==> src/mecanum_drive_command_mixer_assert.svh <==
// ----------------------------------------------------------------------------
// Assertion macros for the mecanum drive command mixer
// Shorthand for clocked checks, with and without the reset qualifier.
// ----------------------------------------------------------------------------
`ifndef MECANUM_DRIVE_COMMAND_MIXER_ASSERT_SVH
`define MECANUM_DRIVE_COMMAND_MIXER_ASSERT_SVH

// Check on every edge outside reset.
`define MDCM_CHECK(label, prop, msg) \
  label: assert property (@(posedge clk) disable iff (rst) prop) else $error(msg);

// Check on every edge, reset included.
`define MDCM_CHECK_RST(label, prop, msg) \
  label: assert property (@(posedge clk) prop) else $error(msg);

`endif

==> src/mdcm_pkg.sv <==
// ----------------------------------------------------------------------------
// mdcm_pkg
// Shared widths, command codes, trim constants, pivot tables and stage items.
// ----------------------------------------------------------------------------
`timescale 1ns / 1ps

package mdcm_pkg;

  localparam int SPEED_W    = 16;
  localparam int CFG_W      = 16;
  localparam int CFG_IDX_W  = 3;
  localparam int DPS_W      = 16;
  localparam int IRS_W      = 16;
  localparam int DPS_FRAC   = 8;
  localparam int W_W        = SPEED_W + 1;
  localparam int OM_W       = W_W + IRS_W + 1;
  localparam int OFS_W      = 12;
  localparam int PROD_W     = OM_W + OFS_W;
  localparam int TURN_SHIFT = 24;
  localparam int VEL_W      = PROD_W - TURN_SHIFT;
  localparam int WHEEL_W    = VEL_W + 2;
  localparam int SCALE_W    = 10;
  localparam int TRIM_W     = WHEEL_W + SCALE_W + 1;
  localparam int TRIM_FRAC  = 8;
  localparam int MAG_W      = TRIM_W - TRIM_FRAC;
  localparam int DPROD_W    = MAG_W + DPS_W;

  typedef enum logic [2:0] {
    CMD_STOP         = 3'd0,
    CMD_FORWARD      = 3'd1,
    CMD_REVERSE      = 3'd2,
    CMD_STRAFE_RIGHT = 3'd3,
    CMD_STRAFE_LEFT  = 3'd4,
    CMD_WHEEL_TEST   = 3'd5,
    CMD_TURN_LEFT    = 3'd6,
    CMD_TURN_RIGHT   = 3'd7
  } cmd_e;

  localparam logic [2:0] PIVOT_FRONT  = 3'd0;
  localparam logic [2:0] PIVOT_BACK   = 3'd1;
  localparam logic [2:0] PIVOT_LEFT   = 3'd2;
  localparam logic [2:0] PIVOT_RIGHT  = 3'd3;
  localparam logic [2:0] PIVOT_CENTER = 3'd4;

  localparam logic [CFG_IDX_W-1:0] REG_DUTY_PER_SPEED      = 3'd0;
  localparam logic [CFG_IDX_W-1:0] REG_MIN_ACTIVE_DUTY     = 3'd1;
  localparam logic [CFG_IDX_W-1:0] REG_MAX_DUTY            = 3'd2;
  localparam logic [CFG_IDX_W-1:0] REG_WHEEL_POLARITY_MASK = 3'd3;
  localparam logic [CFG_IDX_W-1:0] REG_INVERSE_RADIUS_SUM  = 3'd4;

  // Per-wheel trims, Q.8
  localparam logic [SCALE_W-1:0] TRIM_UNITY        = 10'd256;
  localparam logic [SCALE_W-1:0] TRIM_DRIVE        = 10'd276;
  localparam logic [SCALE_W-1:0] TRIM_STRAFE_RIGHT = 10'd274;
  localparam logic [SCALE_W-1:0] TRIM_STRAFE_LEFT  = 10'd294;

  localparam logic [DPS_W-1:0] DPS_RESET = 16'd2560;
  localparam logic [IRS_W-1:0] IRS_RESET = 16'd6554;

  typedef struct packed {
    cmd_e                      cmd;
    logic signed [SPEED_W-1:0] speed;
    logic [2:0]                pivot;
    logic [3:0][SPEED_W-1:0]   test;
  } cmd_item_t;

  typedef struct packed {
    logic                      brake;
    logic                      test;
    logic                      turn;
    logic signed [W_W-1:0]     w;
    logic signed [OM_W-1:0]    om;
    logic signed [OFS_W-1:0]   tx;
    logic signed [OFS_W-1:0]   ty;
    logic signed [W_W-1:0]     vx0;
    logic signed [W_W-1:0]     vy0;
    logic [3:0][SCALE_W-1:0]   scale;
    logic [3:0][SPEED_W-1:0]   tw;
  } kin_s1_t;

  typedef struct packed {
    logic                      brake;
    logic                      test;
    logic                      turn;
    logic signed [W_W-1:0]     w;
    logic signed [PROD_W-1:0]  px;
    logic signed [PROD_W-1:0]  py;
    logic signed [W_W-1:0]     vx0;
    logic signed [W_W-1:0]     vy0;
    logic [3:0][SCALE_W-1:0]   scale;
    logic [3:0][SPEED_W-1:0]   tw;
  } kin_s2_t;

  typedef struct packed {
    logic                      brake;
    logic [3:0][WHEEL_W-1:0]   wheel;
    logic [3:0][SCALE_W-1:0]   scale;
  } wheel_item_t;

  typedef struct packed {
    logic                      brake;
    logic [3:0]                neg;
    logic [3:0][MAG_W-1:0]     mag;
  } mag_item_t;

  function automatic logic signed [OFS_W-1:0] pivot_x(input logic right,
                                                       input logic [2:0] pv);
    logic signed [OFS_W-1:0] r;
    r = '0;
    case (pv)
      PIVOT_FRONT:  r = right ? OFS_W'(179) : OFS_W'(0);
      PIVOT_BACK:   r = right ? OFS_W'(26) : OFS_W'(13);
      PIVOT_LEFT:   r = OFS_W'(-461);
      PIVOT_RIGHT:  r = OFS_W'(479);
      PIVOT_CENTER: r = right ? OFS_W'(205) : OFS_W'(-26);
      default:      r = '0;
    endcase
    return r;
  endfunction

  function automatic logic signed [OFS_W-1:0] pivot_y(input logic right,
                                                       input logic [2:0] pv);
    logic signed [OFS_W-1:0] r;
    r = '0;
    case (pv)
      PIVOT_FRONT:  r = right ? OFS_W'(-1101) : OFS_W'(-1075);
      PIVOT_BACK:   r = OFS_W'(1088);
      PIVOT_CENTER: r = right ? OFS_W'(13) : OFS_W'(-64);
      default:      r = '0;
    endcase
    return r;
  endfunction

  // Shift right by TURN_SHIFT, rounding toward zero
  function automatic logic signed [VEL_W-1:0] shr_turn(input logic signed [PROD_W-1:0] x);
    logic signed [PROD_W-1:0] t;
    t = x + (x[PROD_W-1] ? PROD_W'((64'd1 << TURN_SHIFT) - 64'd1) : '0);
    return t[PROD_W-1:TURN_SHIFT];
  endfunction

endpackage

==> src/mdcm_trim.sv <==
// ----------------------------------------------------------------------------
// mdcm_trim
// One stage: apply the per-wheel trim and split each wheel into sign and size.
// ----------------------------------------------------------------------------
`timescale 1ns / 1ps

module mdcm_trim (
  input  logic                  clk,
  input  logic                  rst,
  input  logic                  in_valid,
  output logic                  in_ready,
  input  mdcm_pkg::wheel_item_t in_item,
  output logic                  out_valid,
  input  logic                  out_ready,
  output mdcm_pkg::mag_item_t   out_item
);
  import mdcm_pkg::*;

  logic                     v1;
  logic                     rdy1;
  mag_item_t                s1, s1_next;
  logic signed [TRIM_W-1:0] prod [4];
  logic [TRIM_W-1:0]        absv [4];

  assign rdy1      = !v1 || out_ready;
  assign in_ready  = rdy1;
  assign out_valid = v1;
  assign out_item  = s1;

  // Truncating toward zero is a shift of the magnitude
  always_comb begin
    s1_next.brake = in_item.brake;
    for (int i = 0; i < 4; i++) begin
      prod[i] = $signed(in_item.wheel[i]) * $signed({1'b0, in_item.scale[i]});
      absv[i] = prod[i][TRIM_W-1] ? TRIM_W'(-prod[i]) : TRIM_W'(prod[i]);
      s1_next.neg[i] = prod[i][TRIM_W-1];
      s1_next.mag[i] = absv[i][TRIM_W-1:TRIM_FRAC];
    end
  end

  always_ff @(posedge clk) begin
    if (rst) begin
      v1 <= 1'b0;
    end else if (rdy1) begin
      v1 <= in_valid;
    end
  end

  always_ff @(posedge clk) begin
    if (rdy1) s1 <= s1_next;
  end

endmodule

==> config.mk <==
export PLATFORM = sky130hd
export DESIGN_NAME = mdcm_trim
export DESIGN_NICKNAME = d
export VERILOG_FILES = /design/src/mecanum_drive_command_mixer_assert.svh /design/src/mdcm_pkg.sv /design/src/mdcm_trim.sv
export SDC_FILE = /design/constraint.sdc
export NUM_CORES = 2
export LEC_CHECK = 0
export BUFFER_PORTS_ARGS = -buffer_cell sky130_fd_sc_hd__buf_2
export CAP_MARGIN = 20
export CORE_MARGIN = 4
export CORE_UTILIZATION = 29
export DETAILED_ROUTE_END_ITERATION = 10
export PLACE_DENSITY = 0.52
export SLEW_MARGIN = 40
export SYNTH_ARGS = -nofsm -noshare
export SYNTH_HDL_FRONTEND = slang
export SYNTH_SLANG_ARGS = --single-unit
==> constraint.sdc <==
create_clock -name clk -period 8.3 [get_ports clk]
set_clock_uncertainty 0.15 [all_clocks]
set_input_delay 1.245 -clock clk [delete_from_list [all_inputs] [get_ports clk]]
set_output_delay 1.245 -clock clk [all_outputs]
set_load 0.01 [all_outputs]
==> results.yml <==
status:
  status: "completed"
global_routing:
  antenna_found_initial: 15
  grt_pass1_wl_mm: 179.1
  first_global_vias: 33600
  grt_start_max_net_pins: 51
  grtUsageTotal_pct: 15.11
  gr-total-overflow: 0
worst_setup_path:
  critical_path_arrival_ps: 7900
  cp-endpoint: "out_item[44]"
  r2r_setup_slack_ps: 6380
  required_ps: 8340
  reg2reg_to: "out_item[86]"
  worstRegToRegCells: 2
  endpoint_kind: "flop"
  critPathMaxFanout: 10
  timing.rr.start: "out_valid"
  criticalPathCategory: "input pin to flop"
  startpoint: "in_item[13]"
  cp-start-kind: "input pin"
synth:
  yosysSeqAreaShare_pct: 8.335
  netlist_area_mm2: 0.04095
  synthMuxAreaShare_pct: 0.07333
  ys_seq_elements: 114
  yosys.area.top_type_share_pct: 40.87
  synth_edf_count: 113
  ys_types: 85
  async_flop_share_pct: 0
  synthAdderAreaFrac_pct: 50.28
  synth_fp_nets: 5893
  synth_most_common_cell: "inv_1"
  synth-xor-area-share_pct: 4.984
  syn_avg_cell_area_um2: 8.887
  synth-compound-area-share_pct: 7.034
  synthTopCellsByArea: "fa_1, inv_1, ha_1"
  synth-main-ff-cell: "edfxtp_1"
  synth_top_area_cell: "fa_1"
  ys_warn_count: 0
  synth_common_cells: "inv_1, fa_1, nand2_1"
  synth_top_family_by_area: "adder cells"
  yosys.area_share.simple_pct: 17.99
  synth_cells: 4608
sta:
  setup_viol: 0
  min_period_ps: 7852
  slew_headroom_pct: 50.56
  slew_viol_final: 0
  final.period_utilization_pct: 94.60
  fmax_mhz: 127.4
  worst_slack_ps: 448.0
  tightest_slew_ps: 741.6
  rsz0062_at_grt: "false"
  hold_viol: 0
finish:
  fin_cells: 6715
  nets: 6107
  fillers: 14820
  area_delta_synth_final_pct: 11.24
  drive_gt1_share_pct: 9.824
worst_hold_path:
  hold_class: "flop to flop"
detailed_routing:
  first_pass_iters: 5
  wl_per_cell_um: 15.81
  drt_iter0_markers: 1297
  routed_wl_mm: 106.2
  drc: 0
  postRouteAntennaNets: 0
  via_count: 30370
  vias_per_cell: 4.523
place:
  dp_hpwl_mm: 91.44
  place.gp.congestion: 0.8403
  pre_cts_ws_ps: -106.1
  post-place-cells: 6679
  io_buffers: 255
floorplanning:
  fp.dieW_um: 383.8
  io-pin-count: 256
  core_area_mm2: 0.1399
  rows: 137
  die-area_mm2: 0.1473
  die_h_um: 383.8
  initial_utilization_pct: 29.28
clock_tree:
  cts_tree: "yes"
  clk-insertion-delay-late_ps: 470
  htreeDepth: 4
  clk_path_buf_depth: 2
  post-cts-setup-buffer-count: 0
  cts_sinks: 114
  cts-root-buf: "clkbuf_16"
  clk_pin_slew_ps: 60
  cts_buffers: 17
run:
  maxCapViolCount: 0
==> worst min path at each step <==
stage / startpoint / to / slack [ps] / depth (start not counted)
floorplan: rst / out_valid / 1160 / 1
global placement: out_valid / out_valid / 710 / 2
detailed placement: out_valid / out_valid / 750 / 2
CTS: rst / out_valid / 710 / 2
global route: rst / out_valid / 730 / 2
finish: out_valid / out_valid / 700 / 2
==> worst max-delay path, stage by stage <==
cell	delay [ps]
buf_2	200
buf_4	210
buf_4	180
nand2_1	80
fa_1	510
inv_1	50
fa_1	490
fa_1	520
fa_1	490
inv_1	50
fa_1	470
inv_1	40
ha_1	330
a21o_1	220
a31o_2	210
a221oi_1	300
o22ai_1	170
nor4_1	470
o31ai_1	210
a21o_1	200
a21o_1	170
xnor2_1	130
buf_4	200
clkinv_1	80
o21ai_0	100
xnor2_1	530
==> cell type report <==
cell class | count | area [um^2] | share of cell area, %
Clock buffer | 17 | 425.4 | 0.9339
Antenna cell | 4 | 10.01 | 0.02197
Tap cell | 1876 | 2347 | 5.153
Multi-Input combinational cell | 3264 | 32940 | 72.30
Clock inverter | 15 | 171.4 | 0.3763
Sequential cell | 114 | 3413 | 7.493
Inverter | 1032 | 3874 | 8.504
Timing Repair Buffer | 393 | 2375 | 5.213
==> kinds of logic after synthesis <==
group / count (synthesis)
xor gates and xnor gates: 233
DFF: 114
adders and majority gates: 1144
buffers and inverters: 1230
AOI/OAI and AO/OA: 439
and+or+nand+nor: 1445
muxes: 3
==> per-stage QoR <==
| stage | hold WS, ps | cell area, um^2 | utilization [%] | TNS [ps] |
|---|---|---|---|---|
| after floorplan | 1164 | 40950 | - | 0 |
| after global placement | 707.8 | 44940 | 32.13 | -79.10 |
| after detailed placement | 749.6 | 44940 | 32.13 | -208.7 |
| after CTS | 713.9 | 45540 | 32.56 | 0 |
| after global routing | 733.7 | 45550 | 32.56 | 0 |
| final | 695.7 | 45550 | 32.57 | 0 |
==> cell usage in the layout (no fill, tap or decap), drive strengths merged, types with 44 or more instances in the layout <==
master  instances
and2          489
xor2           66
o21ai          83
inv          1037
edfxtp        113
xnor2         167
buf           393
nand2         609
nor3           44
fa            836
a21oi         132
ha            308
nor2           98
==> layer usage <==
| metal | part of all wire [%] | wire length, um | vias to the layer above | GRT usage [%] |
|---|---|---|---|---|
| met4 | 1.6 | 1693 | 0 | 3.206 |
| met2 | 48 | 51060 | 490 | 25.80 |
| li1 | - | - | 14460 | - |
| met3 | 3.8 | 4083 | 94 | 2.238 |
| met5 | 0 | 0 | - | 0 |
| met1 | 46 | 49350 | 15330 | 20.31 |
==> registers in the layout (all words and copies together) (netlist names) <==
register,count
out_item,113
out_valid,1
==> repair_timing <==
item                                    in CTS  in global routing
endpoints found under the hold margin        0                  0
hold buffers                                 0                  0
gates resized for setup                      0                  1
endpoints found under the setup margin       0                  1
Power is not shown: default switching activity piles up to over one toggle a cycle in this logic, so the estimate is an artifact.
