[src/mecanum_drive_command_mixer_assert.svh]
// ----------------------------------------------------------------------------
// Assertion macros for the mecanum drive command mixer
// Shorthand for clocked checks, with and without the reset qualifier.
// ----------------------------------------------------------------------------
`ifndef MECANUM_DRIVE_COMMAND_MIXER_ASSERT_SVH
`define MECANUM_DRIVE_COMMAND_MIXER_ASSERT_SVH

// Check on every edge outside reset.
`define MDCM_CHECK(label, prop, msg) \
  label: assert property (@(posedge clk) disable iff (rst) prop) else $error(msg);

// Check on every edge, reset included.
`define MDCM_CHECK_RST(label, prop, msg) \
  label: assert property (@(posedge clk) prop) else $error(msg);

`endif

[src/mdcm_pkg.sv]
// ----------------------------------------------------------------------------
// mdcm_pkg
// Shared widths, command codes, trim constants, pivot tables and stage items.
// ----------------------------------------------------------------------------
`timescale 1ns / 1ps

package mdcm_pkg;

  localparam int SPEED_W    = 16;
  localparam int CFG_W      = 16;
  localparam int CFG_IDX_W  = 3;
  localparam int DPS_W      = 16;
  localparam int IRS_W      = 16;
  localparam int DPS_FRAC   = 8;
  localparam int W_W        = SPEED_W + 1;
  localparam int OM_W       = W_W + IRS_W + 1;
  localparam int OFS_W      = 12;
  localparam int PROD_W     = OM_W + OFS_W;
  localparam int TURN_SHIFT = 24;
  localparam int VEL_W      = PROD_W - TURN_SHIFT;
  localparam int WHEEL_W    = VEL_W + 2;
  localparam int SCALE_W    = 10;
  localparam int TRIM_W     = WHEEL_W + SCALE_W + 1;
  localparam int TRIM_FRAC  = 8;
  localparam int MAG_W      = TRIM_W - TRIM_FRAC;
  localparam int DPROD_W    = MAG_W + DPS_W;

  typedef enum logic [2:0] {
    CMD_STOP         = 3'd0,
    CMD_FORWARD      = 3'd1,
    CMD_REVERSE      = 3'd2,
    CMD_STRAFE_RIGHT = 3'd3,
    CMD_STRAFE_LEFT  = 3'd4,
    CMD_WHEEL_TEST   = 3'd5,
    CMD_TURN_LEFT    = 3'd6,
    CMD_TURN_RIGHT   = 3'd7
  } cmd_e;

  localparam logic [2:0] PIVOT_FRONT  = 3'd0;
  localparam logic [2:0] PIVOT_BACK   = 3'd1;
  localparam logic [2:0] PIVOT_LEFT   = 3'd2;
  localparam logic [2:0] PIVOT_RIGHT  = 3'd3;
  localparam logic [2:0] PIVOT_CENTER = 3'd4;

  localparam logic [CFG_IDX_W-1:0] REG_DUTY_PER_SPEED      = 3'd0;
  localparam logic [CFG_IDX_W-1:0] REG_MIN_ACTIVE_DUTY     = 3'd1;
  localparam logic [CFG_IDX_W-1:0] REG_MAX_DUTY            = 3'd2;
  localparam logic [CFG_IDX_W-1:0] REG_WHEEL_POLARITY_MASK = 3'd3;
  localparam logic [CFG_IDX_W-1:0] REG_INVERSE_RADIUS_SUM  = 3'd4;

  // Per-wheel trims, Q.8
  localparam logic [SCALE_W-1:0] TRIM_UNITY        = 10'd256;
  localparam logic [SCALE_W-1:0] TRIM_DRIVE        = 10'd276;
  localparam logic [SCALE_W-1:0] TRIM_STRAFE_RIGHT = 10'd274;
  localparam logic [SCALE_W-1:0] TRIM_STRAFE_LEFT  = 10'd294;

  localparam logic [DPS_W-1:0] DPS_RESET = 16'd2560;
  localparam logic [IRS_W-1:0] IRS_RESET = 16'd6554;

  typedef struct packed {
    cmd_e                      cmd;
    logic signed [SPEED_W-1:0] speed;
    logic [2:0]                pivot;
    logic [3:0][SPEED_W-1:0]   test;
  } cmd_item_t;

  typedef struct packed {
    logic                      brake;
    logic                      test;
    logic                      turn;
    logic signed [W_W-1:0]     w;
    logic signed [OM_W-1:0]    om;
    logic signed [OFS_W-1:0]   tx;
    logic signed [OFS_W-1:0]   ty;
    logic signed [W_W-1:0]     vx0;
    logic signed [W_W-1:0]     vy0;
    logic [3:0][SCALE_W-1:0]   scale;
    logic [3:0][SPEED_W-1:0]   tw;
  } kin_s1_t;

  typedef struct packed {
    logic                      brake;
    logic                      test;
    logic                      turn;
    logic signed [W_W-1:0]     w;
    logic signed [PROD_W-1:0]  px;
    logic signed [PROD_W-1:0]  py;
    logic signed [W_W-1:0]     vx0;
    logic signed [W_W-1:0]     vy0;
    logic [3:0][SCALE_W-1:0]   scale;
    logic [3:0][SPEED_W-1:0]   tw;
  } kin_s2_t;

  typedef struct packed {
    logic                      brake;
    logic [3:0][WHEEL_W-1:0]   wheel;
    logic [3:0][SCALE_W-1:0]   scale;
  } wheel_item_t;

  typedef struct packed {
    logic                      brake;
    logic [3:0]                neg;
    logic [3:0][MAG_W-1:0]     mag;
  } mag_item_t;

  function automatic logic signed [OFS_W-1:0] pivot_x(input logic right,
                                                       input logic [2:0] pv);
    logic signed [OFS_W-1:0] r;
    r = '0;
    case (pv)
      PIVOT_FRONT:  r = right ? OFS_W'(179) : OFS_W'(0);
      PIVOT_BACK:   r = right ? OFS_W'(26) : OFS_W'(13);
      PIVOT_LEFT:   r = OFS_W'(-461);
      PIVOT_RIGHT:  r = OFS_W'(479);
      PIVOT_CENTER: r = right ? OFS_W'(205) : OFS_W'(-26);
      default:      r = '0;
    endcase
    return r;
  endfunction

  function automatic logic signed [OFS_W-1:0] pivot_y(input logic right,
                                                       input logic [2:0] pv);
    logic signed [OFS_W-1:0] r;
    r = '0;
    case (pv)
      PIVOT_FRONT:  r = right ? OFS_W'(-1101) : OFS_W'(-1075);
      PIVOT_BACK:   r = OFS_W'(1088);
      PIVOT_CENTER: r = right ? OFS_W'(13) : OFS_W'(-64);
      default:      r = '0;
    endcase
    return r;
  endfunction

  // Shift right by TURN_SHIFT, rounding toward zero
  function automatic logic signed [VEL_W-1:0] shr_turn(input logic signed [PROD_W-1:0] x);
    logic signed [PROD_W-1:0] t;
    t = x + (x[PROD_W-1] ? PROD_W'((64'd1 << TURN_SHIFT) - 64'd1) : '0);
    return t[PROD_W-1:TURN_SHIFT];
  endfunction

endpackage

[src/mdcm_duty.sv]
// ----------------------------------------------------------------------------
// mdcm_duty
// Two stages: scale by duty per speed, then floor, clamp and set direction.
// ----------------------------------------------------------------------------
`timescale 1ns / 1ps

module mdcm_duty #(
  parameter int SPEED_FRAC_BITS = 8,
  parameter int DUTY_WIDTH      = 10
) (
  input  logic                          clk,
  input  logic                          rst,
  input  logic                          in_valid,
  output logic                          in_ready,
  input  mdcm_pkg::mag_item_t           in_item,
  output logic                          out_valid,
  input  logic                          out_ready,
  input  logic [mdcm_pkg::DPS_W-1:0]    duty_per_speed,
  input  logic [DUTY_WIDTH-1:0]         min_active_duty,
  input  logic [DUTY_WIDTH-1:0]         max_duty,
  input  logic [3:0]                    wheel_polarity_mask,
  output logic signed [DUTY_WIDTH:0]    duty [4],
  output logic                          brake
);
  import mdcm_pkg::*;

  localparam int DUTY_SHIFT = SPEED_FRAC_BITS + DPS_FRAC;

  logic                     v1, v2;
  logic                     rdy1, rdy2;
  logic                     brake1;
  logic [3:0]               neg1;
  logic [DPROD_W-1:0]       dprod1 [4];
  logic [DPROD_W-1:0]       dprod_next [4];
  logic [DPROD_W-1:0]       d_full [4];
  logic [DPROD_W-1:0]       d_raised [4];
  logic [DPROD_W-1:0]       d_clamp [4];
  logic [DPROD_W-1:0]       min_ext, max_ext;
  logic [DUTY_WIDTH-1:0]    mag_final [4];
  logic signed [DUTY_WIDTH:0] duty_next [4];

  assign rdy2      = !v2 || out_ready;
  assign rdy1      = !v1 || rdy2;
  assign in_ready  = rdy1;
  assign out_valid = v2;

  always_comb begin
    for (int i = 0; i < 4; i++) begin
      dprod_next[i] = DPROD_W'(in_item.mag[i] * duty_per_speed);
    end
  end

  // Raise a moving wheel to the floor, then clamp; a zero duty stays zero
  always_comb begin
    min_ext = DPROD_W'(min_active_duty);
    max_ext = DPROD_W'(max_duty);
    for (int i = 0; i < 4; i++) begin
      d_full[i]    = dprod1[i] >> DUTY_SHIFT;
      d_raised[i]  = (d_full[i] != '0 && d_full[i] < min_ext) ? min_ext : d_full[i];
      d_clamp[i]   = (d_raised[i] > max_ext) ? max_ext : d_raised[i];
      mag_final[i] = d_clamp[i][DUTY_WIDTH-1:0];
      if (brake1) begin
        duty_next[i] = '0;
      end else if (neg1[i] ^ wheel_polarity_mask[i]) begin
        duty_next[i] = -$signed({1'b0, mag_final[i]});
      end else begin
        duty_next[i] = $signed({1'b0, mag_final[i]});
      end
    end
  end

  always_ff @(posedge clk) begin
    if (rst) begin
      v1 <= 1'b0;
      v2 <= 1'b0;
    end else begin
      if (rdy1) v1 <= in_valid;
      if (rdy2) v2 <= v1;
    end
  end

  always_ff @(posedge clk) begin
    if (rdy1) begin
      brake1 <= in_item.brake;
      neg1   <= in_item.neg;
      dprod1 <= dprod_next;
    end
    if (rdy2) begin
      brake <= brake1;
      duty  <= duty_next;
    end
  end

endmodule

[config.mk]
export PLATFORM = sky130hd
export DESIGN_NAME = mdcm_duty
export DESIGN_NICKNAME = d
export VERILOG_FILES = /design/src/mecanum_drive_command_mixer_assert.svh /design/src/mdcm_pkg.sv /design/src/mdcm_duty.sv
export SDC_FILE = /design/constraint.sdc
export NUM_CORES = 2
export LEC_CHECK = 0
export ABC_AREA = 1
export BUFFER_PORTS_ARGS = -buffer_cell sky130_fd_sc_hd__buf_4
export CAP_MARGIN = 15
export CORE_MARGIN = 5
export CORE_UTILIZATION = 41
export DETAILED_ROUTE_END_ITERATION = 10
export PLACE_DENSITY_LB_ADDON = 0.15
export SLEW_MARGIN = 15
export SYNTH_ARGS = -nofsm -noshare
export SYNTH_HDL_FRONTEND = slang
export SYNTH_SLANG_ARGS = --single-unit
[constraint.sdc]
create_clock -name clk -period 12.2 [get_ports clk]
set_input_delay 1.22 -clock clk [delete_from_list [all_inputs] [get_ports clk]]
set_output_delay 1.22 -clock clk [all_outputs]
set_load 0.01 [all_outputs]
==> run metrics <==
status complete, no violations; buffers added on ports 203; Slew Viols, Final 0; Fill cells 16,906; Core ar. around 0.16 mm²; Yosys reg bits 160; via count ~55,000; CTS HTree Levels 4; post-route ant nets 0; gpl congestion 0.947; Hold Startpoint v1; I/O pin total 204; pin slew with the least headroom to its limit 1220 ps; Syn Nets 11,001; FF-to-FF End duty[28]; crit end category flip-flop; Num CTS Buffers 17; Worst-Skew Late Latency 510 ps; most frequent cells in the layout inv_1, nand2_1, fa_1; Hold Path End out_valid; Initial Utilization 0.412; Mapped Area slightly below 0.07 mm²; HPWL Detailed 170,000 µm; register area around 0.0048 mm²; Min Clock Period, post-route 7830 ps; Vias/cell a little under 5; Critical Path Fanout Max 63; Fmax 128 MHz; Avg Inst Size Synth roughly 7.5 µm²; WL per Instance 19.4 µm; Top FF cell, synth edfxtp_1; most common cell after layout, fill and taps aside inv_1; Multi-input gate area 0.0510 mm²; Congestion Overflow GR 0; FF-to-FF Start d_full[94]; async set-reset flop share out of synthesis 0; WP data required 12,430 ps; site row count 148; global-route wire length before repair 342,000 µm; pin count of the biggest net entering global routing 92; RSZ-0062 raised after global routing no; clk root buf clkbuf_16; flop2flop setup slack 7250 ps; Pre-Repair DR Iteration Count 6; Startpoint Class primary input; antenna violations before repair 19; path depth of the worst reg2reg path 27; setup TNS 0 ps; # setup viols final 0; die area 0.172 mm²; Post-CTS Resized 0; Tot GR Track Use 0.253; hold_buf cts 0; yosys warns 0; leading area contributor after synthesis fa_1; DRC viols 0; area share of the largest cell type after synthesis 0.413; die width 415 µm; Final Skew 20.0 ps; total of max-cap violations 0; synthesis-to-layout area growth 5.35%; final WL 213,000 µm; Synth Instances about 9,000; 1st-iter DRT viols 3,337; postcts setup bufs 0; CTS Buffer Depth 2; WS Path Type primary input to flip-flop; Area contributors post-synth fa_1, inv_1, nand2_1; post-synthesis sequential area ratio 0.0712; hold depth 2; final hold violation count 0; layout cells sized above 1 0.0387; Die H 415 µm; hold slack 484 ps; Worst-path clk slew ~90 ps; Critical Path AT 8060 ps; Slew headroom 0.186; Yosys cell types 51; Sink Count 160; Hold Crit Class flip-flop to flip-flop; TritonCTS clock tree done; vias in the first global route about 60,000; Final Cycle Share 0.642; fin nets 10,843; Post-synth EDFFs 158
worst max-delay path by stage:
stage                       from  slack (ps)          end  cells after the start
3_3_place_gp   duty_per_speed[1]        3920   d_full[69]                     21
6_report       duty_per_speed[1]        4370   d_full[69]                     21
5_1_grt        duty_per_speed[1]        4060  d_full[105]                     28
2_1_floorplan  duty_per_speed[2]        5180   d_full[61]                     24
3_5_place_dp   duty_per_speed[1]        3920   d_full[69]                     21
4_1_cts        duty_per_speed[1]        4470   d_full[69]                     21
final cells by class:
class / count / share of cell area
clock inverter: 15 / 0.00281
timing repair buffer: 234 / 0.0252
sequential: 160 / 0.0676
clock buffer: 17 / 0.00601
tap: 2175 / 0.0384
antenna: 15 / 0.000530
inverter: 2630 / 0.139
multi-input combinational: 5727 / 0.720
sequential cells by signal, indices dropped and copies added, names as in the netlist:
| signal | count |
|---|---|
| d_full | 108 |
| duty | 44 |
| neg1 | 4 |
| brake | 1 |
| brake1 | 1 |
| out_valid | 1 |
| v1 | 1 |
kinds of logic (layout without fill, tap and decap cells):
family | after synthesis | in the layout | share of synthesized area
other | 0 | 15 | 0
AND/OR/NAND/NOR | 3130 | 3130 | 0.185
AO/OA/AOI/OAI | 569 | 569 | 0.0466
XOR/XNOR | 112 | 112 | 0.0146
adder cells (fa/ha/maj) | 1916 | 1916 | 0.512
flip-flops | 160 | 160 | 0.0712
buffers and inverters | 3041 | 2896 | 0.170
per-stage QoR:
| stage | std cells | utilization | setup WS (ps) | area [µm²] |
|---|---|---|---|---|
| final | 10973 | 0.434 | 4370 | 70800 |
| after detailed placement | 10926 | 0.430 | 3920 | 70100 |
| after global routing | 10973 | 0.434 | 4060 | 70800 |
| after floorplan | 8928 | - | 5180 | 67200 |
| after CTS | 10958 | 0.434 | 4470 | 70800 |
| after global placement | 10926 | 0.430 | 3920 | 70100 |
worst max-delay path: stages:
cell	delay, ps
buf_4	490
buf_4	840
nand2_1	180
fa_1	580
inv_1	60
fa_1	530
fa_1	540
fa_1	610
fa_1	530
inv_1	60
fa_1	470
inv_1	40
ha_1	340
a21oi_1	280
o21a_1	200
nor2_1	50
nor2_1	120
nor2_1	70
a211oi_1	420
nand3_1	180
xor2_1	170
cell usage after synthesis, types with 6 or more instances:
cell      instances
ha_1            528
a21oi_1         271
o21bai_1         10
fa_1           1388
nor2_1          386
clkbuf_1        380
xor2_1           73
a31oi_1          45
nor2_2            6
buf_2             6
edfxtp_1        158
inv_1          2622
nand2_2          36
nor4_1           14
a211oi_1         12
xnor2_1          39
nand2_1        2393
and3_1           11
buf_1            19
o21a_1           23
o211ai_1          8
o21ai_0         159
nor3_1           46
nand3_2           6
a21o_1           12
nor2_4            6
nand4_1          57
o21ai_1          10
and2_1           12
nand3_1         147
metal layers:
metal	part of all wire	track usage	routed length [µm]	up-vias
met1	0.44	0.338	92800	27623
met5	0	0	0	-
li1	-	-	-	25247
met4	0.035	0.0839	7440	0
met2	0.48	0.433	103000	1368
met3	0.046	0.0238	9860	282
Power is left out: the tool's default activity adds up to more than one toggle a clock period on the data nets, which glitch-free logic cannot reach.
