[src/mecanum_drive_command_mixer_assert.svh]
// ----------------------------------------------------------------------------
// Assertion macros for the mecanum drive command mixer
// Shorthand for clocked checks, with and without the reset qualifier.
// ----------------------------------------------------------------------------
`ifndef MECANUM_DRIVE_COMMAND_MIXER_ASSERT_SVH
`define MECANUM_DRIVE_COMMAND_MIXER_ASSERT_SVH

// Check on every edge outside reset.
`define MDCM_CHECK(label, prop, msg) \
  label: assert property (@(posedge clk) disable iff (rst) prop) else $error(msg);

// Check on every edge, reset included.
`define MDCM_CHECK_RST(label, prop, msg) \
  label: assert property (@(posedge clk) prop) else $error(msg);

`endif

[src/mdcm_pkg.sv]
// ----------------------------------------------------------------------------
// mdcm_pkg
// Shared widths, command codes, trim constants, pivot tables and stage items.
// ----------------------------------------------------------------------------
`timescale 1ns / 1ps

package mdcm_pkg;

  localparam int SPEED_W    = 16;
  localparam int CFG_W      = 16;
  localparam int CFG_IDX_W  = 3;
  localparam int DPS_W      = 16;
  localparam int IRS_W      = 16;
  localparam int DPS_FRAC   = 8;
  localparam int W_W        = SPEED_W + 1;
  localparam int OM_W       = W_W + IRS_W + 1;
  localparam int OFS_W      = 12;
  localparam int PROD_W     = OM_W + OFS_W;
  localparam int TURN_SHIFT = 24;
  localparam int VEL_W      = PROD_W - TURN_SHIFT;
  localparam int WHEEL_W    = VEL_W + 2;
  localparam int SCALE_W    = 10;
  localparam int TRIM_W     = WHEEL_W + SCALE_W + 1;
  localparam int TRIM_FRAC  = 8;
  localparam int MAG_W      = TRIM_W - TRIM_FRAC;
  localparam int DPROD_W    = MAG_W + DPS_W;

  typedef enum logic [2:0] {
    CMD_STOP         = 3'd0,
    CMD_FORWARD      = 3'd1,
    CMD_REVERSE      = 3'd2,
    CMD_STRAFE_RIGHT = 3'd3,
    CMD_STRAFE_LEFT  = 3'd4,
    CMD_WHEEL_TEST   = 3'd5,
    CMD_TURN_LEFT    = 3'd6,
    CMD_TURN_RIGHT   = 3'd7
  } cmd_e;

  localparam logic [2:0] PIVOT_FRONT  = 3'd0;
  localparam logic [2:0] PIVOT_BACK   = 3'd1;
  localparam logic [2:0] PIVOT_LEFT   = 3'd2;
  localparam logic [2:0] PIVOT_RIGHT  = 3'd3;
  localparam logic [2:0] PIVOT_CENTER = 3'd4;

  localparam logic [CFG_IDX_W-1:0] REG_DUTY_PER_SPEED      = 3'd0;
  localparam logic [CFG_IDX_W-1:0] REG_MIN_ACTIVE_DUTY     = 3'd1;
  localparam logic [CFG_IDX_W-1:0] REG_MAX_DUTY            = 3'd2;
  localparam logic [CFG_IDX_W-1:0] REG_WHEEL_POLARITY_MASK = 3'd3;
  localparam logic [CFG_IDX_W-1:0] REG_INVERSE_RADIUS_SUM  = 3'd4;

  // Per-wheel trims, Q.8
  localparam logic [SCALE_W-1:0] TRIM_UNITY        = 10'd256;
  localparam logic [SCALE_W-1:0] TRIM_DRIVE        = 10'd276;
  localparam logic [SCALE_W-1:0] TRIM_STRAFE_RIGHT = 10'd274;
  localparam logic [SCALE_W-1:0] TRIM_STRAFE_LEFT  = 10'd294;

  localparam logic [DPS_W-1:0] DPS_RESET = 16'd2560;
  localparam logic [IRS_W-1:0] IRS_RESET = 16'd6554;

  typedef struct packed {
    cmd_e                      cmd;
    logic signed [SPEED_W-1:0] speed;
    logic [2:0]                pivot;
    logic [3:0][SPEED_W-1:0]   test;
  } cmd_item_t;

  typedef struct packed {
    logic                      brake;
    logic                      test;
    logic                      turn;
    logic signed [W_W-1:0]     w;
    logic signed [OM_W-1:0]    om;
    logic signed [OFS_W-1:0]   tx;
    logic signed [OFS_W-1:0]   ty;
    logic signed [W_W-1:0]     vx0;
    logic signed [W_W-1:0]     vy0;
    logic [3:0][SCALE_W-1:0]   scale;
    logic [3:0][SPEED_W-1:0]   tw;
  } kin_s1_t;

  typedef struct packed {
    logic                      brake;
    logic                      test;
    logic                      turn;
    logic signed [W_W-1:0]     w;
    logic signed [PROD_W-1:0]  px;
    logic signed [PROD_W-1:0]  py;
    logic signed [W_W-1:0]     vx0;
    logic signed [W_W-1:0]     vy0;
    logic [3:0][SCALE_W-1:0]   scale;
    logic [3:0][SPEED_W-1:0]   tw;
  } kin_s2_t;

  typedef struct packed {
    logic                      brake;
    logic [3:0][WHEEL_W-1:0]   wheel;
    logic [3:0][SCALE_W-1:0]   scale;
  } wheel_item_t;

  typedef struct packed {
    logic                      brake;
    logic [3:0]                neg;
    logic [3:0][MAG_W-1:0]     mag;
  } mag_item_t;

  function automatic logic signed [OFS_W-1:0] pivot_x(input logic right,
                                                       input logic [2:0] pv);
    logic signed [OFS_W-1:0] r;
    r = '0;
    case (pv)
      PIVOT_FRONT:  r = right ? OFS_W'(179) : OFS_W'(0);
      PIVOT_BACK:   r = right ? OFS_W'(26) : OFS_W'(13);
      PIVOT_LEFT:   r = OFS_W'(-461);
      PIVOT_RIGHT:  r = OFS_W'(479);
      PIVOT_CENTER: r = right ? OFS_W'(205) : OFS_W'(-26);
      default:      r = '0;
    endcase
    return r;
  endfunction

  function automatic logic signed [OFS_W-1:0] pivot_y(input logic right,
                                                       input logic [2:0] pv);
    logic signed [OFS_W-1:0] r;
    r = '0;
    case (pv)
      PIVOT_FRONT:  r = right ? OFS_W'(-1101) : OFS_W'(-1075);
      PIVOT_BACK:   r = OFS_W'(1088);
      PIVOT_CENTER: r = right ? OFS_W'(13) : OFS_W'(-64);
      default:      r = '0;
    endcase
    return r;
  endfunction

  // Shift right by TURN_SHIFT, rounding toward zero
  function automatic logic signed [VEL_W-1:0] shr_turn(input logic signed [PROD_W-1:0] x);
    logic signed [PROD_W-1:0] t;
    t = x + (x[PROD_W-1] ? PROD_W'((64'd1 << TURN_SHIFT) - 64'd1) : '0);
    return t[PROD_W-1:TURN_SHIFT];
  endfunction

endpackage

[src/mdcm_kin.sv]
// ----------------------------------------------------------------------------
// mdcm_kin
// Three-stage kinematics: turn rate and pivot products, then wheel mix.
// ----------------------------------------------------------------------------
`timescale 1ns / 1ps

module mdcm_kin (
  input  logic                          clk,
  input  logic                          rst,
  input  logic                          in_valid,
  output logic                          in_ready,
  input  mdcm_pkg::cmd_item_t           in_item,
  output logic                          out_valid,
  input  logic                          out_ready,
  output mdcm_pkg::wheel_item_t         out_item,
  input  logic [mdcm_pkg::IRS_W-1:0]    inverse_radius_sum
);
  import mdcm_pkg::*;

  logic        v1, v2, v3;
  logic        rdy1, rdy2, rdy3;
  kin_s1_t     s1, s1_next;
  kin_s2_t     s2, s2_next;
  wheel_item_t s3, s3_next;

  logic                    right;
  logic signed [W_W-1:0]   sp;
  logic signed [VEL_W-1:0] vx_t, vy_t;
  logic signed [WHEEL_W-1:0] vx, vy, wx;

  assign rdy3     = !v3 || out_ready;
  assign rdy2     = !v2 || rdy3;
  assign rdy1     = !v1 || rdy2;
  assign in_ready = rdy1;
  assign out_valid = v3;
  assign out_item  = s3;

  // Stage 1: decode, turn rate times inverse radius sum, pivot lookup
  always_comb begin
    right = (in_item.cmd == CMD_TURN_RIGHT);
    sp    = W_W'(in_item.speed);
    s1_next.brake = (in_item.cmd == CMD_STOP);
    s1_next.test  = (in_item.cmd == CMD_WHEEL_TEST);
    s1_next.turn  = (in_item.cmd == CMD_TURN_LEFT) || right;
    s1_next.w     = s1_next.turn ? (right ? -sp : sp) : '0;
    s1_next.om    = OM_W'(s1_next.w * $signed({1'b0, inverse_radius_sum}));
    s1_next.tx    = pivot_x(right, in_item.pivot);
    s1_next.ty    = pivot_y(right, in_item.pivot);
    s1_next.vx0   = '0;
    s1_next.vy0   = '0;
    s1_next.scale = {4{TRIM_UNITY}};
    s1_next.tw    = in_item.test;
    case (in_item.cmd)
      CMD_FORWARD: begin
        s1_next.vy0      = sp;
        s1_next.scale[0] = TRIM_DRIVE;
        s1_next.scale[2] = TRIM_DRIVE;
      end
      CMD_REVERSE: begin
        s1_next.vy0      = -sp;
        s1_next.scale[0] = TRIM_DRIVE;
        s1_next.scale[2] = TRIM_DRIVE;
      end
      CMD_STRAFE_RIGHT: begin
        s1_next.vx0      = -sp;
        s1_next.scale[3] = TRIM_STRAFE_RIGHT;
      end
      CMD_STRAFE_LEFT: begin
        s1_next.vx0      = sp;
        s1_next.scale[0] = TRIM_STRAFE_LEFT;
      end
      default: ;
    endcase
  end

  // Stage 2: products with the pivot offsets
  always_comb begin
    s2_next.brake = s1.brake;
    s2_next.test  = s1.test;
    s2_next.turn  = s1.turn;
    s2_next.w     = s1.w;
    s2_next.px    = PROD_W'(s1.om * s1.tx);
    s2_next.py    = PROD_W'(s1.om * s1.ty);
    s2_next.vx0   = s1.vx0;
    s2_next.vy0   = s1.vy0;
    s2_next.scale = s1.scale;
    s2_next.tw    = s1.tw;
  end

  // Stage 3: truncate the turn terms and mix the four wheels
  always_comb begin
    vx_t = shr_turn(s2.py);
    vy_t = -shr_turn(s2.px);
    vx   = s2.turn ? WHEEL_W'(vx_t) : WHEEL_W'(s2.vx0);
    vy   = s2.turn ? WHEEL_W'(vy_t) : WHEEL_W'(s2.vy0);
    wx   = WHEEL_W'(s2.w);
    s3_next.brake = s2.brake;
    s3_next.scale = s2.scale;
    if (s2.test) begin
      for (int i = 0; i < 4; i++) begin
        s3_next.wheel[i] = WHEEL_W'($signed(s2.tw[i]));
      end
    end else begin
      s3_next.wheel[0] = vy - vx - wx;
      s3_next.wheel[1] = vy + vx + wx;
      s3_next.wheel[2] = vy + vx - wx;
      s3_next.wheel[3] = vy - vx + wx;
    end
  end

  always_ff @(posedge clk) begin
    if (rst) begin
      v1 <= 1'b0;
      v2 <= 1'b0;
      v3 <= 1'b0;
    end else begin
      if (rdy1) v1 <= in_valid;
      if (rdy2) v2 <= v1;
      if (rdy3) v3 <= v2;
    end
  end

  always_ff @(posedge clk) begin
    if (rdy1) s1 <= s1_next;
    if (rdy2) s2 <= s2_next;
    if (rdy3) s3 <= s3_next;
  end

endmodule

[config.mk]
export PLATFORM = sky130hd
export DESIGN_NAME = mdcm_kin
export DESIGN_NICKNAME = d
export VERILOG_FILES = /design/src/mecanum_drive_command_mixer_assert.svh /design/src/mdcm_pkg.sv /design/src/mdcm_kin.sv
export SDC_FILE = /design/constraint.sdc
export NUM_CORES = 2
export LEC_CHECK = 0
export ABC_AREA = 1
export BUFFER_PORTS_ARGS = -buffer_cell sky130_fd_sc_hd__buf_2
export CORE_AREA = 2 2 349 351
export CTS_CLUSTER_SIZE = 16
export DETAILED_ROUTE_END_ITERATION = 10
export DIE_AREA = 0 0 351 353
export PLACE_DENSITY = 0.72
export SLEW_MARGIN = 20
export SYNTH_ARGS = -nofsm -noshare
export SYNTH_HDL_FRONTEND = slang
export SYNTH_SLANG_ARGS = --single-unit
[constraint.sdc]
create_clock -name clk -period 32.1 [get_ports clk]
set_input_delay 6.42 -clock clk [delete_from_list [all_inputs] [get_ports clk]]
set_output_delay 6.42 -clock clk [all_outputs]
set_load 0.03 [all_outputs]
==> summary.md <==
| Metric | Value |
|---|---|
| Initial antenna violation count | `5` |
| Unrepaired setup endpoints after global routing | `false` |
| Met3 Use GR | `5.48%` |
| Clk sinks | `493` |
| # Max-Cap Violations | `0` |
| DR pass1 iterations | `7` |
| Final setup fails | `0` |
| Final net count | `9376` |
| Slew Limit Fails | `0` |
| Syn Area/Cell | `8.50 um2` |
| CP max FO | `39` |
| IO Port Bufs | `212` |
| CTS max path bufs | `3` |
| Endpoints failing hold | `0` |
| CTS tree | `built` |
| Slew @ Worst Pin | `1.14 ns` |
| Slew HR | `24.3%` |
| Met1 Use GR | `41.9%` |
| Routability cong. | `0.972` |
| Final Util | `58.0%` |
| Worst-Skew Late Latency | `0.68 ns` |
| Area Overhead vs Synth | `6.41%` |
| Warnings, synthesis | `0` |
| Post-CTS setup buffers | `0` |
| DRT Wirelength | `184 mm` |
| Num CTS Buffers | `53` |
| Layout cell share with drive strength beyond 1 | `5.68%` |
| Run status | `finished clean` |
| Fmax | `0.0708 GHz` |
| Fin Hold WS | `0.407 ns` |
| Routed WL per cell | `19.4 um` |
| Initial core utilization | `54.5%` |
| Mapped cell area | `0.0657 mm2` |
| CORE AREA | `0.121 mm2` |
| Placed Instances | `9381` |
| Cts hold-fix bufs | `0` |
| Commonest non-fill, non-tap cell in the layout | `inv_1` |
| Die Span Y | `353 um` |
| Root Driver | `clkbuf_16` |
| # resized after CTS | `0` |
| Crit. End Element | `output pin` |
| Global-route wire length before repair | `292 mm` |
| H-tree depth | `2` |
| Yosys reg bits | `493` |
| Number of vias per cell | `5.34` |
| Setup_tns | `0 ns` |
| Worst path required time | `25.68 ns` |
| Tcrit/Tclk final | `44.0%` |
| Die area | `0.124 mm2` |
| Top_reg_cell synth | `edfxtp_1` |
| GRT Max-Usage Layer | `met2` |
| Async SR Flop Fraction | `0%` |
| Drt first-iter violations | `4167` |
| Worst-path clk slew | `0.06 ns` |
| Crit path launch type | `input port` |
| Synth Instances | `7733` |
| DRC Markers | `0` |
| Rows | `128` |
| Vias in the first global route | `52600` |
| Setup CP Type | `in -> out` |
| Fin crit period | `14.13 ns` |
| Total track usage | `30.4%` |
| Io pins | `245` |
| Most frequent cells in the layout | `inv_1, nand2_1, fa_1` |
| Routed via count | `50600` |
| GRT met2 Usage | `48.7%` |
| Largest net degree at the start of global routing | `92` |
| Post-synth EDFFs | `490` |
| Non-Filler Instances | `9483` |
| Register area share after synthesis | `22.5%` |
| Worst hold path class | `reg -> reg` |
| Worst Skew | `0.0683 ns` |
| Netlist cell types | `60` |
| Congestion Overflow GR | `0` |
| Arr. time, crit path | `7.71 ns` |
| Post-DP HPWL | `152 mm` |
| Antenna Nets Post-Route | `0` |
| Die width | `351 um` |
-- metrics by stage --
stage / instance area [um2] / setup slack, ns
floorplan: 65800 / 12.94
global placement: 68100 / 17.98
detailed placement: 68100 / 17.96
CTS: 69900 / 17.96
global route: 69900 / 17.87
finish: 69900 / 17.97
-- path summary, 6_finish.rpt --
kind / startpoint / end / slack, ns / cells after the start
hold reg to reg: s1[68] / s2[68] / 0.41 / 0
setup reg to reg: s2[183] / out_item[83] / 23.81 / 32
setup / recovery: out_ready / in_ready / 17.97 / 6
hold / removal: s1[68] / s2[68] / 0.41 / 0
-- cells by family (layout without fill, tap and decap cells) --
group	after synthesis	in the layout	share of synthesized area, %
buffers and inverters	2211	2304	12.9
other	2	34	0.0114
DFF	493	493	22.5
and+or+nand+nor	2568	2568	15.9
xor gates and xnor gates	203	203	2.71
AOI/OAI and AO/OA	799	799	6.83
adders and majority gates	1457	1457	39.1
-- worst max-delay path: stages --
cell and delay, ns:
buf_2 0.10, inv_1 0.08, nand2_4 0.30, nor2_1 0.53, nand2_4 0.06, buf_2 0.21
-- routing by layer --
metal	wire length [um]	part of all wire, %
met2	84900	46
met4	6640	3.6
met5	26	0.014
met1	76900	42
met3	15200	8.3
-- sequential cells by signal, summed over array words and instances (netlist names) --
register and count:
v2 1, out_item 102, v1 1, s1 173, out_valid 1, s2 215
-- layout make-up --
type,count,area [um2]
timing repair buffer,266,1480
clock inverter,41,398
multi-input combinational,5059,42600
antenna,2,5.00
sequential,493,14800
fill,10800,50700
clock buffer,57,1340
tap,1625,2030
inverter,1940,7290
-- synthesized netlist by cell type (4+ instances only) --
cell	count	area, um2
o211ai_1	20	150
a21oi_1	365	1830
o21ai_0	193	966
o21bai_1	21	158
nand4_1	45	282
nor3_1	56	280
fa_1	997	20000
edfxtp_1	490	14700
a31oi_1	51	319
nand3_1	207	1040
clkinv_1	10	37.5
nor2_4	5	56.3
nand3_2	5	50.1
xnor2_1	57	499
o21a_1	13	97.6
nor2_2	8	50.1
xor2_1	146	1280
a221oi_1	4	35.0
or2_2	29	181
buf_2	15	75.1
inv_1	1917	7200
nand3b_1	8	60.1
o22ai_1	33	206
nor2_1	450	1690
o21ai_1	23	115
nand2_2	17	106
nor4_1	26	163
a211oi_1	4	30.0
o221ai_1	9	78.8
a21boi_0	10	75.1
a311oi_1	4	35.0
a21oi_2	6	52.6
ha_1	460	5760
nand2_1	1697	6370
clkbuf_1	201	754
a21o_1	14	105
buf_1	15	56.3
inv_2	13	48.8
o31ai_1	16	120
buf_4	38	285
Power is left out: the tool's default activity adds up to more than one toggle a clock period on the data nets, which glitch-free logic cannot reach.
